`src/rtl/gbp_pkg.sv`:
```
package gbp_pkg;

  localparam int DEF_MAX_ROWS    = 64;
  localparam int DEF_MAX_COLS    = 64;
  localparam int DEF_HEIGHT_BITS = 20;
  localparam int DIM_W           = 7;
  localparam int CFG_IDX_W       = 1;
  localparam int OUT_W           = 20;

  localparam logic [CFG_IDX_W-1:0] REG_GRID_ROWS = 1'b0;
  localparam logic [CFG_IDX_W-1:0] REG_GRID_COLS = 1'b1;

  typedef enum logic [3:0] {
    ST_LOAD,
    ST_INIT,
    ST_CLEAR,
    ST_SEED,
    ST_POP,
    ST_CUR,
    ST_NBR,
    ST_CHECK,
    ST_FIN,
    ST_DECIDE,
    ST_OUT
  } gbp_state_t;

  typedef struct packed {
    logic load_wr;
    logic load_clr;
    logic search_init;
    logic clear_step;
    logic seed;
    logic pop;
    logic cur_rd;
    logic nbr_rd;
    logic nbr_check;
    logic fin_rd;
    logic decide;
  } gbp_cmd_t;

  typedef struct packed {
    logic last_cell;
    logic clear_done;
    logic queue_empty;
    logic nbr_last;
    logic search_done;
  } gbp_sts_t;

endpackage

```
`src/rtl/gbp_ctrl.sv`:
```
module gbp_ctrl (
  input  logic              clk,
  input  logic              rst_n,
  input  logic              in_fire,
  input  logic              out_taken,
  input  gbp_pkg::gbp_sts_t sts,
  output gbp_pkg::gbp_cmd_t cmd,
  output logic              in_rdy,
  output logic              out_vld
);
  import gbp_pkg::*;

  gbp_state_t state_r, state_nxt;

  always_ff @(posedge clk) begin
    if (!rst_n) state_r <= ST_LOAD;
    else        state_r <= state_nxt;
  end

  always_comb begin
    state_nxt = state_r;
    cmd       = '0;
    in_rdy    = 1'b0;
    out_vld   = 1'b0;
    unique case (state_r)
      ST_LOAD: begin
        in_rdy = 1'b1;
        if (in_fire) begin
          cmd.load_wr = 1'b1;
          if (sts.last_cell) state_nxt = ST_INIT;
        end
      end
      ST_INIT: begin
        cmd.search_init = 1'b1;
        state_nxt = ST_CLEAR;
      end
      ST_CLEAR: begin
        cmd.clear_step = 1'b1;
        if (sts.clear_done) state_nxt = ST_SEED;
      end
      ST_SEED: begin
        cmd.seed  = 1'b1;
        state_nxt = ST_POP;
      end
      ST_POP: begin
        if (sts.queue_empty) begin
          cmd.fin_rd = 1'b1;
          state_nxt  = ST_FIN;
        end else begin
          cmd.pop   = 1'b1;
          state_nxt = ST_CUR;
        end
      end
      ST_CUR: begin
        cmd.cur_rd = 1'b1;
        state_nxt  = ST_NBR;
      end
      ST_NBR: begin
        cmd.nbr_rd = 1'b1;
        state_nxt  = ST_CHECK;
      end
      ST_CHECK: begin
        cmd.nbr_check = 1'b1;
        state_nxt = sts.nbr_last ? ST_POP : ST_NBR;
      end
      ST_FIN: state_nxt = ST_DECIDE;
      ST_DECIDE: begin
        cmd.decide = 1'b1;
        state_nxt  = sts.search_done ? ST_OUT : ST_CLEAR;
      end
      ST_OUT: begin
        out_vld = 1'b1;
        if (out_taken) begin
          cmd.load_clr = 1'b1;
          state_nxt    = ST_LOAD;
        end
      end
      default: state_nxt = ST_LOAD;
    endcase
  end

  ap_out_only_in_out: assert property (@(posedge clk) disable iff (!rst_n)
    out_vld |-> !in_rdy) else $error("result and load overlap");
  ap_load_goes_init: assert property (@(posedge clk) disable iff (!rst_n)
    (in_fire && sts.last_cell) |=> state_r == ST_INIT)
    else $error("search did not start");
  ap_out_hold: assert property (@(posedge clk) disable iff (!rst_n)
    (out_vld && !out_taken) |=> out_vld) else $error("result dropped");
endmodule

```
`config.mk`:
```
export PLATFORM = sky130hd
export DESIGN_NAME = gbp_ctrl
export DESIGN_NICKNAME = d
export VERILOG_FILES = /design/src/rtl/gbp_pkg.sv /design/src/rtl/gbp_ctrl.sv
export SDC_FILE = /design/constraint.sdc
export NUM_CORES = 1
export LEC_CHECK = 0
export ABC_AREA = 0
export BUFFER_PORTS_ARGS = -buffer_cell sky130_fd_sc_hd__buf_2
export CAP_MARGIN = 5
export CORE_MARGIN = 2
export CORE_UTILIZATION = 30
export DETAILED_ROUTE_END_ITERATION = 16
export MAX_ROUTING_LAYER = met4
export PLACE_DENSITY = 0.7
export SLEW_MARGIN = 20
export SYNTH_ARGS = -nofsm -noshare
export SYNTH_HDL_FRONTEND = slang
export SYNTH_SLANG_ARGS = --single-unit
```
`constraint.sdc`:
```
create_clock -name clk -period 1.25 [get_ports clk]
set_input_delay 0.0625 -clock clk [delete_from_list [all_inputs] [get_ports clk]]
set_output_delay 0.0625 -clock clk [all_outputs]
set_load 0.03 [all_outputs]
```
Word-level counts from Yosys, hierarchy flattened:

Cells that the tools add are included.

* bits in registers: 4
* input bits: 9
* word-level logic and storage cells: 42
* output and inout bits: 13

* reduce and logical (&&, ||, !) cells: 2
* equal/unequal tests: 14
* mux-type cells: 25

Operators with widths (count)
* $pmux W4 S11: 1
* $mux W4: 6
* $mux W1: 17
* $eq A4 B3 Y1 const B: 4
* $eq A4 B4 Y1 const B: 3
* $eq A4 B2 Y1 const B: 2
* $ne A2 B2 Y1 const B: 4
* $eq A4 B1 Y1 const B: 1
* $logic_not A4 Y1: 1
* $reduce_and A4 Y1: 1
* $mux W2: 1

Depth between registers and ports, before layout:

* word-level depth: 3
* depth in mapped cells: 4
* gate-level depth less buffers: 3

Worst setup path after synthesis:

No wires, ideal clock.

* path kind: register to output
* start: reg state_r[3]
* end: out cmd[1] in the netlist's numbering
* slack: -0.578 ns
* stages on the path, launching flop included: 4
* arrival time: 1.765 ns
* required time: 1.188 ns
* buffers on the path: 1
* cell sequence: dfxtp_1 -> buf_2 -> nand2b_1 -> nor4b_1

RTL lines
* from (decl): RTL line gbp_ctrl.sv:13 `gbp_state_t state_r, state_nxt;`
* from (signal assigned): RTL line gbp_ctrl.sv:17 `else state_r <= state_nxt;`
* to (decl): RTL line gbp_ctrl.sv:7 `output gbp_pkg::gbp_cmd_t cmd,`

==> results by group <==
Routing
  – Post-Route WL: 1200 um
  – Routed WL per cell: 12.9 um
  – Via/cell ratio: between 5 and 6
  – Final ANT Viol Nets: 0
  – First-pass detailed-route iteration total: 4
  – Drt drc: 0
  – Via Count: 476
  – Iter 0 DRT Violations: 5

Synth
  – Cell area after synthesis: 394 um^2
  – Fraction of registers with async set/reset: 0%
  – Ys Warns: 0
  – Top cells by count, synth: nor2_1, nand2b_1, dfxtp_1
  – Synth area leaders: dfxtp_1, nand2b_1, a2111oi_4
  – Post-synth cell types: 24
  – Most frequent cell after synthesis: nor2_1
  – Top cell type's share of synthesized area: 20.3%
  – Post-synth top area cell: dfxtp_1
  – Mapped Cells: 47
  – Mapped Nets: 56
  – Ys flop type: dfxtp_1
  – Avg Inst Size Synth: 8.39 um^2
  – Sequential area share after synthesis: between 20 and 25%
  – Number of synthesized flops with an enable pin: 0
  – #FFs+latches synth: 4

Placed design
  – Final GP Congestion: just over 0.8
  – Cell Area, Placed: 564 um^2
  – Placed insts: 84
  – # port buffers: 21
  – DPL Wire Length: 807 um
  – Pre-CTS setup slack: -0.0349 ns

STA
  – Final hold viol count: 0
  – Final Skew: 0.00116 ns
  – Period utilisation layout: 102%
  – Max Clock Freq: 0.785 GHz
  – Final min period: between 1 and 1.5 ns
  – Max Slew Vio Count: 0
  – Setup TNS: -0.0392 ns
  – Setup slack after layout: -0.0234 ns
  – RSZ-0062 raised after global routing: yes
  – Relative slew margins: 78.5%
  – Worst slew pin tran: 0.322 ns
  – Setup violations, final: 3

Setup path
  – WP buf/inv: 2
  – Worst setup SP type: flop
  – Kind of critical path: reg2out
  – Cell chain of the critical path: buf_12 > nor4_4 > and2_4 > buf_6
  – R2R depth: 3
  – Family with the most delay on the worst path: flip-flops
  – Critical register-to-register path endpoint: state_r[1]$_SDFFE_PN0P_
  – Largest stage delay, worst path: 0.37 ns
  – Reg2Reg Launch Point: state_r[0]$_SDFFE_PN0P_
  – Flop-to-flop setup slack: 0.08 ns
  – CP max-delay cell: dfxtp_4
  – Critical Path AT: 1.21 ns
  – Critical Path End Type: output pin
  – Crit-path max FO: 5
  – Worst path required time: between 1 and 1.5 ns

Layout
  – Final core utilization: 57.3%
  – Number of flip-flops in the largest register: 4
  – Nets@finish: 89
  – Biggest register: state_r
  – Number of fill cells: 118
  – Biggest regs: state_r: 4 flops
  – Finished Layout Cells: 93
  – Antenna Cells: 0
  – Layout area overhead: 84.4%
  – Share of layout cells above drive strength 1: between 60 and 70%
  – Area of the multi-input gates: 345 um^2
  – Register area: roughly 95 um^2
  – Finished Cell Area: between 700 and 800 um^2

Floorplanning
  – Starting Density: a little under a third
  – Die Width: 40.2 um
  – Core area: 1270 um^2
  – Rows: 13
  – # IOs: 22
  – Die height: between 40 and 50 um
  – Die area: 1620 um^2

GRT
  – Overall fraction of global-route tracks in use: around 15%
  – Antenna violations before repair: 0
  – Global-route wire length before repair: between 1500 and 2000 um
  – Largest net degree at the start of global routing: 11
  – Vias in the first global route: 405
  – Global route overflow: 0

Clocking
  – Max clock buf depth: 2
  – CTS tree: done
  – Clock-pin slew on the worst setup and hold paths: 0.04 ns
  – TritonCTS buffer count: 3
  – Sink Count: 4
  – H-tree depth: 1
  – CTS Hold Bufs: 0
  – Root Driver: clkbuf_4
  – Later-pin clock latency in the skew report: 0.23 ns

Power
  – Pwr per Cell Area: 882 nW/um^2
  – Leak: 0.307 nW
  – Worst vdd ir: 0.000473 V

Outcome
  – Failing checks: negative setup slack
  – Outcome: complete, but fails checks

Hold path
  – Worst hold path stage count: 2
  – Worst hold path startpoint: rst_n
  – Hold Path End: state_r[3]$_SDFFE_PN0P_
  – Worst Hold Class: in2reg

Job
  – MaxCap Viol Count: 0
[worst max-delay path by stage]
stage	depth (start not counted)	end	from	slack [ns]
5_1_grt	4	cmd[10]	state_r[2]$_SDFFE_PN0P_	-0.09
3_5_place_dp	3	state_r[1]$_SDFFE_PN0P_	state_r[3]$_SDFFE_PN0P_	-0.03
4_1_cts	3	cmd[1]	state_r[3]$_SDFFE_PN0P_	-0.04
3_3_place_gp	3	state_r[1]$_SDFFE_PN0P_	state_r[3]$_SDFFE_PN0P_	-0.01
2_1_floorplan	4	state_r[1]$_SDFFE_PN0P_	state_r[1]$_SDFFE_PN0P_	-0.20
6_report	4	cmd[10]	state_r[2]$_SDFFE_PN0P_	-0.02
[layout make-up]
cell class / count / area share, %
multi-input cells: 38 / 47.5
repair buffers: 32 / 33.2
well taps: 15 / 2.58
flip-flops and latches: 4 / 13.1
inverters: 1 / 0.516
clock buffers: 3 / 3.10
[cells by family after synthesis]
| family | Yosys count | share of synthesized area [%] |
|---|---|---|
| buffers and inverters | 5 | 9.21 |
| AOI/OAI and AO/OA | 10 | 23.2 |
| and+or+nand+nor | 28 | 47.3 |
| DFF | 4 | 20.3 |
[where the power goes]
group	internal [W]	switching, W	total (W)
combinational	0.000154	0.000163	0.000317
sequential	0.000141	0.0000305	0.000171
clock	0.000107	0.0000465	0.000153
[metal layers]
| metal | up-vias | track usage (%) | share of wire [%] |
|---|---|---|---|
| li1 | 233 | - | - |
| met1 | 227 | 15.3 | 39 |
| met3 | 0 | 6.67 | 4.5 |
| met2 | 16 | 29.4 | 57 |
| met4 | 0 | 0 | 0 |
| met5 | - | - | 0 |
[through the flow]
| stage | hold WS (ns) | power (W) |
|---|---|---|
| 2_1_floorplan | 0.188 | 0.000376 |
| 3_3_place_gp | 0.345 | 0.000433 |
| 3_5_place_dp | 0.363 | 0.000440 |
| 4_1_cts | 0.107 | 0.000631 |
| 5_1_grt | 0.112 | 0.000692 |
| 6_report | 0.126 | 0.000641 |
[what timing repair did]
| item | 4_1_cts | 5_1_grt |
|---|---|---|
| pin swaps | 0 | 3 |
| resized for setup | 19 | 15 |
| setup buffers | 3 | 3 |
| setup endpoints to repair | 14 | 10 |
[cell usage in the layout (no fill, tap or decap), types with 2 or more instances in the layout]
cell,count
nand2b_1,3
nor2_1,4
and2_4,2
nor4b_2,2
buf_4,14
buf_6,5
nor3_1,2
dfxtp_4,4
buf_2,12
nand2b_4,4
nand2_1,2
nor2_4,3
clkbuf_4,3
a21oi_1,3
(Power assumes the default switching activity.)
